File: config.mk
export PLATFORM = sky130hd
export DESIGN_NAME = rx_mac_address_filter
export DESIGN_NICKNAME = d
export VERILOG_FILES = /design/src/hw/rtl/rmaf_pkg.sv /design/src/hw/rtl/rmaf_front.sv /design/src/hw/rtl/rmaf_cmd_queue.sv /design/src/hw/rtl/rmaf_table_engine.sv /design/src/hw/rtl/rx_mac_address_filter.sv
export SDC_FILE = /design/constraint.sdc
export NUM_CORES = 2
export LEC_CHECK = 0
export BUFFER_PORTS_ARGS = -buffer_cell sky130_fd_sc_hd__buf_2
export CAP_MARGIN = 20
export CORE_ASPECT_RATIO = 0.9
export CORE_MARGIN = 1
export CORE_UTILIZATION = 40
export DETAILED_ROUTE_END_ITERATION = 10
export GPL_TIMING_DRIVEN = 0
export PLACE_DENSITY = 0.53
export SETUP_SLACK_MARGIN = 0.05
export SYNTH_ARGS = -nofsm -noshare
export SYNTH_HDL_FRONTEND = slang
export SYNTH_HIERARCHICAL = 1
export SYNTH_SLANG_ARGS = --single-unit
File: constraint.sdc
create_clock -name clk -period 8.35 [get_ports clk]
set_input_delay 0.4175 -clock clk [delete_from_list [all_inputs] [get_ports clk]]
set_output_delay 0.4175 -clock clk [all_outputs]
set_load 0.03 [all_outputs]
File: src/hw/rtl/rmaf_pkg.sv
// ----------------------------------------------------------------------------
// rmaf_pkg: shared types and constants of the receive address filter
// Item and result payloads, classified commands, configuration and codes.
// ----------------------------------------------------------------------------
package rmaf_pkg;

  localparam int ADDR_W    = 48;
  localparam int PADDR_W   = 6;
  localparam int REG_IDX_W = 3;
  localparam int PDATA_W   = 64;

  // Input modes.
  localparam logic [1:0] MODE_RX_CHECK   = 2'd0;
  localparam logic [1:0] MODE_LOOPBACK   = 2'd1;
  localparam logic [1:0] MODE_MCAST_ADD  = 2'd2;
  localparam logic [1:0] MODE_MCAST_DEL  = 2'd3;

  // Result status codes.
  localparam logic [1:0] STATUS_OK        = 2'd0;
  localparam logic [1:0] STATUS_FULL      = 2'd1;
  localparam logic [1:0] STATUS_NOT_FOUND = 2'd2;

  // Register indexes on the configuration port.
  localparam logic [REG_IDX_W-1:0] REG_UNICAST   = 3'd0;
  localparam logic [REG_IDX_W-1:0] REG_BROADCAST = 3'd1;
  localparam logic [REG_IDX_W-1:0] REG_BOUND     = 3'd2;
  localparam logic [REG_IDX_W-1:0] REG_REMOVING  = 3'd3;
  localparam logic [REG_IDX_W-1:0] REG_PROMISC_P = 3'd4;
  localparam logic [REG_IDX_W-1:0] REG_PROMISC_M = 3'd5;

  // Group bit position: bit 0 of the first octet.
  localparam int GROUP_BIT = ADDR_W - 8;

  typedef struct packed {
    logic [1:0]        mode;
    logic [ADDR_W-1:0] address;
  } item_t;

  typedef struct packed {
    logic       accepted;
    logic [1:0] status;
  } result_t;

  typedef struct packed {
    logic [ADDR_W-1:0] unicast_addr;
    logic [ADDR_W-1:0] broadcast_addr;
    logic              bound;
    logic              removing;
    logic              promisc_phys;
    logic              promisc_multi;
  } cfg_t;

  typedef enum logic [1:0] {
    OP_DECIDED,
    OP_LOOKUP,
    OP_ADD,
    OP_REMOVE
  } cmd_op_t;

  typedef struct packed {
    cmd_op_t           op;
    logic              accepted;
    logic [ADDR_W-1:0] address;
  } cmd_t;

endpackage

File: src/hw/rtl/rmaf_front.sv
// ----------------------------------------------------------------------------
// rmaf_front: item intake and classification
// Decides every item that needs no table access and turns the rest into
// lookup, add or remove commands for the table engine.
// ----------------------------------------------------------------------------
module rmaf_front import rmaf_pkg::*; #(
  parameter int ADDR_BYTES = 6
) (
  input  logic  item_valid,
  output logic  item_stall,
  input  item_t item,
  input  cfg_t  cfg,
  input  logic  queue_full,
  output logic  push,
  output cmd_t  push_cmd
);

  localparam int CMP_OCTETS = (ADDR_BYTES > 6) ? 6 : ADDR_BYTES;
  localparam int CMP_BITS   = 8 * CMP_OCTETS;

  logic open_chan;
  logic ucast_hit;
  logic bcast_hit;

  assign item_stall = queue_full;
  assign push       = item_valid && !queue_full;

  assign open_chan = cfg.bound && !cfg.removing;
  assign ucast_hit = item.address[ADDR_W-1 -: CMP_BITS] == cfg.unicast_addr[ADDR_W-1 -: CMP_BITS];
  assign bcast_hit = item.address[ADDR_W-1 -: CMP_BITS] ==
                     cfg.broadcast_addr[ADDR_W-1 -: CMP_BITS];

  always_comb begin
    push_cmd.op       = OP_DECIDED;
    push_cmd.accepted = 1'b0;
    push_cmd.address  = item.address;
    case (item.mode)
      MODE_RX_CHECK: begin
        if (!open_chan) begin
          push_cmd.accepted = 1'b0;
        end else if (cfg.promisc_phys || ucast_hit) begin
          push_cmd.accepted = 1'b1;
        end else if (!item.address[GROUP_BIT]) begin
          push_cmd.accepted = 1'b0;
        end else if (bcast_hit || cfg.promisc_multi) begin
          push_cmd.accepted = 1'b1;
        end else begin
          push_cmd.op = OP_LOOKUP;
        end
      end
      MODE_LOOPBACK: begin
        push_cmd.accepted = open_chan && cfg.promisc_phys;
      end
      MODE_MCAST_ADD: begin
        push_cmd.op = OP_ADD;
      end
      default: begin
        push_cmd.op = OP_REMOVE;
      end
    endcase
  end

endmodule

File: src/hw/rtl/rmaf_cmd_queue.sv
// ----------------------------------------------------------------------------
// rmaf_cmd_queue: two-entry command queue
// Parts the intake from the table engine so that each side stalls alone.
// ----------------------------------------------------------------------------
module rmaf_cmd_queue import rmaf_pkg::*; (
  input  logic clk,
  input  logic rst,
  input  logic push,
  input  cmd_t push_cmd,
  output logic full,
  input  logic pop,
  output logic empty,
  output cmd_t head
);

  cmd_t       slots [2];
  logic       wr_ptr;
  logic       rd_ptr;
  logic [1:0] count;

  assign full  = count == 2'd2;
  assign empty = count == 2'd0;
  assign head  = slots[rd_ptr];

  always_ff @(posedge clk) begin
    if (rst) begin
      wr_ptr <= 1'b0;
      rd_ptr <= 1'b0;
      count  <= 2'd0;
    end else begin
      if (push) begin
        wr_ptr <= !wr_ptr;
      end
      if (pop) begin
        rd_ptr <= !rd_ptr;
      end
      if (push && !pop) begin
        count <= count + 2'd1;
      end else if (pop && !push) begin
        count <= count - 2'd1;
      end
    end
  end

  always_ff @(posedge clk) begin
    if (push) begin
      slots[wr_ptr] <= push_cmd;
    end
  end

endmodule

File: src/hw/rtl/rmaf_table_engine.sv
// ----------------------------------------------------------------------------
// rmaf_table_engine: multicast table and result register
// Compares a command against every entry as it is popped; once the result
// register is free, resolves it, updates the table and loads that register.
// ----------------------------------------------------------------------------
module rmaf_table_engine import rmaf_pkg::*; #(
  parameter int MCAST_ENTRIES = 16,
  parameter int ADDR_BYTES    = 6
) (
  input  logic    clk,
  input  logic    rst,
  input  logic    queue_empty,
  input  cmd_t    head,
  output logic    pop,
  output logic    result_valid,
  input  logic    result_stall,
  output result_t result
);

  localparam int CMP_OCTETS = (ADDR_BYTES > 6) ? 6 : ADDR_BYTES;
  localparam int CMP_BITS   = 8 * CMP_OCTETS;

  typedef enum logic {
    S_MATCH,
    S_RESOLVE
  } state_t;

  state_t                   state;
  cmd_op_t                  cur_op;
  logic                     cur_acc;
  logic [CMP_BITS-1:0]      cur_key;
  logic [MCAST_ENTRIES-1:0] match;

  logic [CMP_BITS-1:0]      entry_key [MCAST_ENTRIES];
  logic [MCAST_ENTRIES-1:0] entry_valid;

  logic [CMP_BITS-1:0]      head_key;
  logic [MCAST_ENTRIES-1:0] match_next;
  logic [MCAST_ENTRIES-1:0] free;
  logic [MCAST_ENTRIES-1:0] free_first;
  logic                     hit;
  logic                     slot_open;
  logic                     resolve;
  result_t                  result_next;

  assign head_key = head.address[ADDR_W-1 -: CMP_BITS];
  assign pop      = (state == S_MATCH) && !queue_empty;
  assign slot_open = !result_valid || !result_stall;
  assign resolve  = (state == S_RESOLVE) && slot_open;

  always_comb begin
    for (int i = 0; i < MCAST_ENTRIES; i++) begin
      match_next[i] = entry_valid[i] && (entry_key[i] == head_key);
    end
  end

  // Entries are unique, so at most one bit of the match vector is set.
  assign hit        = |match;
  assign free       = ~entry_valid;
  assign free_first = free & (~free + MCAST_ENTRIES'(1));

  always_comb begin
    result_next.accepted = 1'b0;
    result_next.status   = STATUS_OK;
    case (cur_op)
      OP_DECIDED: result_next.accepted = cur_acc;
      OP_LOOKUP:  result_next.accepted = hit;
      OP_ADD: begin
        if (!hit && !(|free)) begin
          result_next.status = STATUS_FULL;
        end
      end
      default: begin
        if (!hit) begin
          result_next.status = STATUS_NOT_FOUND;
        end
      end
    endcase
  end

  always_ff @(posedge clk) begin
    if (rst) begin
      state        <= S_MATCH;
      result_valid <= 1'b0;
    end else begin
      if (resolve) begin
        result_valid <= 1'b1;
      end else if (slot_open) begin
        result_valid <= 1'b0;
      end
      case (state)
        S_MATCH: begin
          if (pop) begin
            state <= S_RESOLVE;
          end
        end
        S_RESOLVE: begin
          if (resolve) begin
            state <= S_MATCH;
          end
        end
        default: begin
          state <= S_MATCH;
        end
      endcase
    end
    if (pop) begin
      cur_op  <= head.op;
      cur_acc <= head.accepted;
      cur_key <= head_key;
      match   <= match_next;
    end
    if (resolve) begin
      result <= result_next;
    end
  end

  always_ff @(posedge clk) begin
    if (rst) begin
      entry_valid <= '0;
    end else if (resolve) begin
      if (cur_op == OP_ADD && !hit) begin
        entry_valid <= entry_valid | free_first;
      end else if (cur_op == OP_REMOVE) begin
        entry_valid <= entry_valid & ~match;
      end
    end
  end

  always_ff @(posedge clk) begin
    for (int i = 0; i < MCAST_ENTRIES; i++) begin
      if (resolve && cur_op == OP_ADD && !hit && free_first[i]) begin
        entry_key[i] <= cur_key;
      end
    end
  end

endmodule

File: src/hw/rtl/rx_mac_address_filter.sv
// ----------------------------------------------------------------------------
// rx_mac_address_filter: receive destination-address filter
// Unicast, broadcast and promiscuous checks plus a multicast address table.
// ----------------------------------------------------------------------------
// Each item carries a mode and a 48-bit address and yields exactly one
// result. A receive check is decided by the station flags, the unicast and
// broadcast addresses, and, for group addresses, a lookup in the multicast
// table; a loopback check depends on the flags alone; add and remove edit the
// table and report a full table or a missing address. The intake classifies
// one item per cycle, while the queue is not full, into a two-entry command
// queue. The table engine behind it compares an item against every entry,
// then resolves it and updates the table, and finishes each item before it
// takes the next. The result sits in an output register, so the intake
// keeps taking items while a result waits, until the command queue is full.
// The table's valid bits clear in the reset cycle itself; there is no
// clearing pass. Addresses are compared over their first ADDR_BYTES octets
// (at most the six carried). Registers sit on the configuration port at byte
// address 8 * index, 64 bits wide, and may be written only while the block
// is idle.
// ----------------------------------------------------------------------------
module rx_mac_address_filter import rmaf_pkg::*; #(
  parameter int MCAST_ENTRIES = 16,
  parameter int ADDR_BYTES    = 6
) (
  input  logic               clk,
  input  logic               rst,
  input  logic               item_valid,
  output logic               item_stall,
  input  item_t              item,
  output logic               result_valid,
  input  logic               result_stall,
  output result_t            result,
  input  logic               psel,
  input  logic               penable,
  input  logic               pwrite,
  input  logic [PADDR_W-1:0] paddr,
  input  logic [PDATA_W-1:0] pwdata,
  output logic [PDATA_W-1:0] prdata,
  output logic               pready
);

  cfg_t                 cfg;
  logic [REG_IDX_W-1:0] reg_idx;
  logic                 cfg_write;

  logic push;
  cmd_t push_cmd;
  logic queue_full;
  logic queue_empty;
  logic pop;
  cmd_t head;

  // Registers are 64 bits apart, so the index starts at address bit 3.
  assign reg_idx   = paddr[PADDR_W-1:3];
  assign pready    = 1'b1;
  assign cfg_write = psel && penable && pwrite && pready;

  // Writes to an index beyond the register list are dropped.
  always_ff @(posedge clk) begin
    if (rst) begin
      cfg.unicast_addr   <= '0;
      cfg.broadcast_addr <= '1;
      cfg.bound          <= 1'b0;
      cfg.removing       <= 1'b0;
      cfg.promisc_phys   <= 1'b0;
      cfg.promisc_multi  <= 1'b0;
    end else if (cfg_write) begin
      case (reg_idx)
        REG_UNICAST:   cfg.unicast_addr   <= pwdata[ADDR_W-1:0];
        REG_BROADCAST: cfg.broadcast_addr <= pwdata[ADDR_W-1:0];
        REG_BOUND:     cfg.bound          <= pwdata[0];
        REG_REMOVING:  cfg.removing       <= pwdata[0];
        REG_PROMISC_P: cfg.promisc_phys   <= pwdata[0];
        REG_PROMISC_M: cfg.promisc_multi  <= pwdata[0];
        default: begin
        end
      endcase
    end
  end

  always_comb begin
    case (reg_idx)
      REG_UNICAST:   prdata = {{(PDATA_W-ADDR_W){1'b0}}, cfg.unicast_addr};
      REG_BROADCAST: prdata = {{(PDATA_W-ADDR_W){1'b0}}, cfg.broadcast_addr};
      REG_BOUND:     prdata = {{(PDATA_W-1){1'b0}}, cfg.bound};
      REG_REMOVING:  prdata = {{(PDATA_W-1){1'b0}}, cfg.removing};
      REG_PROMISC_P: prdata = {{(PDATA_W-1){1'b0}}, cfg.promisc_phys};
      REG_PROMISC_M: prdata = {{(PDATA_W-1){1'b0}}, cfg.promisc_multi};
      default:       prdata = '0;
    endcase
  end

  // The intake settles every item that needs no table access and queues it
  // with its decision; only lookups, adds and removes touch the table.
  rmaf_front #(
    .ADDR_BYTES (ADDR_BYTES)
  ) u_front (
    .item_valid (item_valid),
    .item_stall (item_stall),
    .item       (item),
    .cfg        (cfg),
    .queue_full (queue_full),
    .push       (push),
    .push_cmd   (push_cmd)
  );

  rmaf_cmd_queue u_queue (
    .clk      (clk),
    .rst      (rst),
    .push     (push),
    .push_cmd (push_cmd),
    .full     (queue_full),
    .pop      (pop),
    .empty    (queue_empty),
    .head     (head)
  );

  // The engine finishes one command before it pops the next, so every
  // command sees the table as the previous one left it.
  rmaf_table_engine #(
    .MCAST_ENTRIES (MCAST_ENTRIES),
    .ADDR_BYTES    (ADDR_BYTES)
  ) u_engine (
    .clk          (clk),
    .rst          (rst),
    .queue_empty  (queue_empty),
    .head         (head),
    .pop          (pop),
    .result_valid (result_valid),
    .result_stall (result_stall),
    .result       (result)
  );

endmodule
==> impl_metrics.env <==
export IMPL_syn_area_per_cell_um2=14.79
export IMPL_synth_edf_count=940
export IMPL_peakVddDrop_v=0.0001795
export IMPL_place_congestion=0.9350
export IMPL_outcome="finished, final reports clean"
export IMPL_cts_clk_slew_worst_paths_ns=0.06
export IMPL_yosysSeqAreaShare_pct=67.64
export IMPL_start_util_pct=40.60
export IMPL_placementRows=116
export IMPL_wl_per_cell_um=35.55
export IMPL_synth_top_area_cell="edfxtp_1"
export IMPL_area_growth_pct=18.97
export IMPL_setup_violations=0
export IMPL_first_pass_iters=6
export IMPL_ff2ff_setup_slack_ns=3.17
export IMPL_relSlewSlack_pct=16.04
export IMPL_fp_coreArea_um2=111800
export IMPL_synthTopCellsByArea="edfxtp_1 62%, xor2_1 8.6%, xnor2_1 6.9%"
export IMPL_io_pin_count=197
export IMPL_worst_slew_pin_slew_ns=1.259
export IMPL_die_area_um2=114800
export IMPL_drc=0
export IMPL_slew_violations=0
export IMPL_grt_setup_unrepaired="no"
export IMPL_place_area_um2=49970
export IMPL_vias=29138
export IMPL_clock_latency_ns=0.73
export IMPL_cp_arrival_ns=5.54
export IMPL_cts_made_buffers=113
export IMPL_cts_resized=0
export IMPL_endpoint_kind="register"
export IMPL_die_y_um=321.5
export IMPL_crit_fanout=10
export IMPL_drive_above_1_share_pct=18.96
export IMPL_fin_crit_ns=5.177
export IMPL_via_per_inst=5.755
export IMPL_cts_tree="built"
export IMPL_drt_wl_total_mm=180.0
export IMPL_ant_nets=0
export IMPL_dp_hpwl_mm=128.3
export IMPL_hp_class="input port to register"
export IMPL_fin_crit_sh_pct=62.00
export IMPL_r2r_cells=10
export IMPL_synthFlopType="edfxtp_1"
export IMPL_syn_area_um2=45370
export IMPL_crit_required_ns=8.71
export IMPL_synth_cell_types=65
export IMPL_hold_viol_final=0
export IMPL_finish_instance_area_um2=53980
export IMPL_p_leak_nw=18.20
export IMPL_crit_type="register to register"
export IMPL_fmax_mhz=193.2
export IMPL_grt_pass1_vias=28014
export IMPL_drv_cap=0
export IMPL_grt_ovfl_total=0
export IMPL_synth_most_common_cell="edfxtp_1"
export IMPL_synthTopCellsByCount="940 x edfxtp_1, 443 x xor2_1, 355 x xnor2_1, 129 x nor2_1, 128 x nor4_1"
export IMPL_drtIter0Drc=4399
export IMPL_h_tree_depth=3
export IMPL_antenna_found_initial=16
export IMPL_grt_max_degree=37
export IMPL_syn_inst=3067
export IMPL_nets=3623
export IMPL_synth_top_cell_area_share_pct=62.21
export IMPL_cts_buffer_depth=3
export IMPL_whs_ns=0.05238
export IMPL_power_density_nw_per_um2=311.2
export IMPL_grt_pass1_wl_mm=240.1
export IMPL_io_buffers=159
export IMPL_startpoint_type="register"
export IMPL_grtUsageTotal_pct=31.30
export IMPL_die_w_um=357.0
export IMPL_ys_warn_count=6
export IMPL_finClkSkew_ns=0.05522
export IMPL_synthArstFlopShare_pct=0
export IMPL_min_path_cells=3
export IMPL_cts_root_buf="clkbuf_16"
export IMPL_cts_sinks=1063
export IMPL_synth_seq_cells=1063
export IMPL_p_total_mw=16.80
## power breakdown
group,switching [mW],internal (mW),total [mW]
sequential,0.675,6.64,7.31
clock,2.14,2.65,4.79
combinational,3.17,1.52,4.69
## final cells by class
| type | instances | area [µm²] |
|---|---|---|
| sequential | 1063 | 30690 |
| buffer | 232 | 1444 |
| fill | 9709 | 57770 |
| timing repair buffer | 294 | 3104 |
| antenna | 1 | 2.502 |
| inverter | 65 | 244.0 |
| clock inverter | 58 | 450.4 |
| multi-input combinational | 1722 | 13200 |
| clock buffer | 153 | 3008 |
| tap | 1475 | 1846 |
## critical path: stages, from the launching register on
cell	delay (ns)
dfxtp_1	0.30
buf_2	0.28
buf_2	0.38
mux2_2	0.27
clkbuf_1	0.71
buf_2	0.70
xnor2_1	0.18
nand4_1	0.14
nor4_1	0.39
nand4_1	0.41
nor3_1	1.02
## layout by cell type (no fill, tap or decap), types with 9 or more instances in the layout
cell type and n:
nor4_2 10, nand2_1 14, o21ai_0 26, edfxtp_1 940, nand3_1 72, nor2_1 115, clkbuf_16 113, xor2_1 443
nor3_1 26, nand4_1 119, xnor2_1 355, buf_6 16, buf_16 45, conb_1 17, a21oi_1 67, nor4_1 125
clkbuf_1 71, buf_12 18, clkinv_1 31, mux2_2 52, o31ai_1 47, mux2i_1 53, dfxtp_1 123, a22o_1 50
buf_2 248, nor2_4 14, buf_4 110, o22ai_1 20, dlygate4sd3_1 46, inv_1 64, o2bb2ai_1 9, clkinv_2 12
## path summary, 6_finish.rpt
check | start | end
worst max-delay path | register | u_engine/match[15]$_DFFE_PP_
worst min register to register | cfg[52]$_SDFFE_PP0P_ | cfg[52]$_SDFFE_PP0P_
worst max register to register | register | u_engine/match[15]$_DFFE_PP_
worst min-delay path | pwdata[46] | cfg[98]$_SDFFE_PP0P_
## what timing repair did
item,CTS,global route
setup buffers,0,0
endpoints found under the setup margin,0,0
hold buffers,46,0
endpoints found under the hold margin,75,0
## registers in the layout, summed over array words and instances, names as in the netlist, named ones only
signal,count
cfg,100
u_engine/cur_acc,1
u_engine/cur_key,48
u_engine/cur_op,2
u_engine/entry_key,768
u_engine/entry_valid,16
u_engine/match,16
u_engine/result,3
u_engine/result_valid,1
u_engine/state,1
u_queue/count,2
u_queue/rd_ptr,1
u_queue/slots,102
u_queue/wr_ptr,1
## cells by family after synthesis
logic type      Yosys count  synth area share, %
flops                  1063                67.64
fa+ha+maj                 5               0.1379
compound gates          258                3.957
other cells               2              0.01655
buf+inv                 297                3.720
mux                     106                2.509
simple gates            536                6.546
xor+xnor                800                15.48
## per-layer routing
layer | vias up | wire (µm) | global-route usage [%]
met2 | 1667 | 80660 | 48.22
met3 | 282 | 17600 | 6.153
met5 | - | 0 | 0
met1 | 15104 | 74510 | 44.06
li1 | 12085 | - | -
met4 | 0 | 7223 | 10.77
## per-stage QoR
step	setup WS, ns	setup TNS, ns	cells	utilization (%)
2_1_floorplan	2.292	0	3082	-
3_3_place_gp	-1.155	-54.50	4716	43.01
3_5_place_dp	3.236	0	4800	44.71
4_1_cts	3.199	0	5057	48.22
5_1_grt	3.153	0	5062	48.30
6_report	3.173	0	5063	48.30
Note: power is estimated with default switching activity, not from simulation.
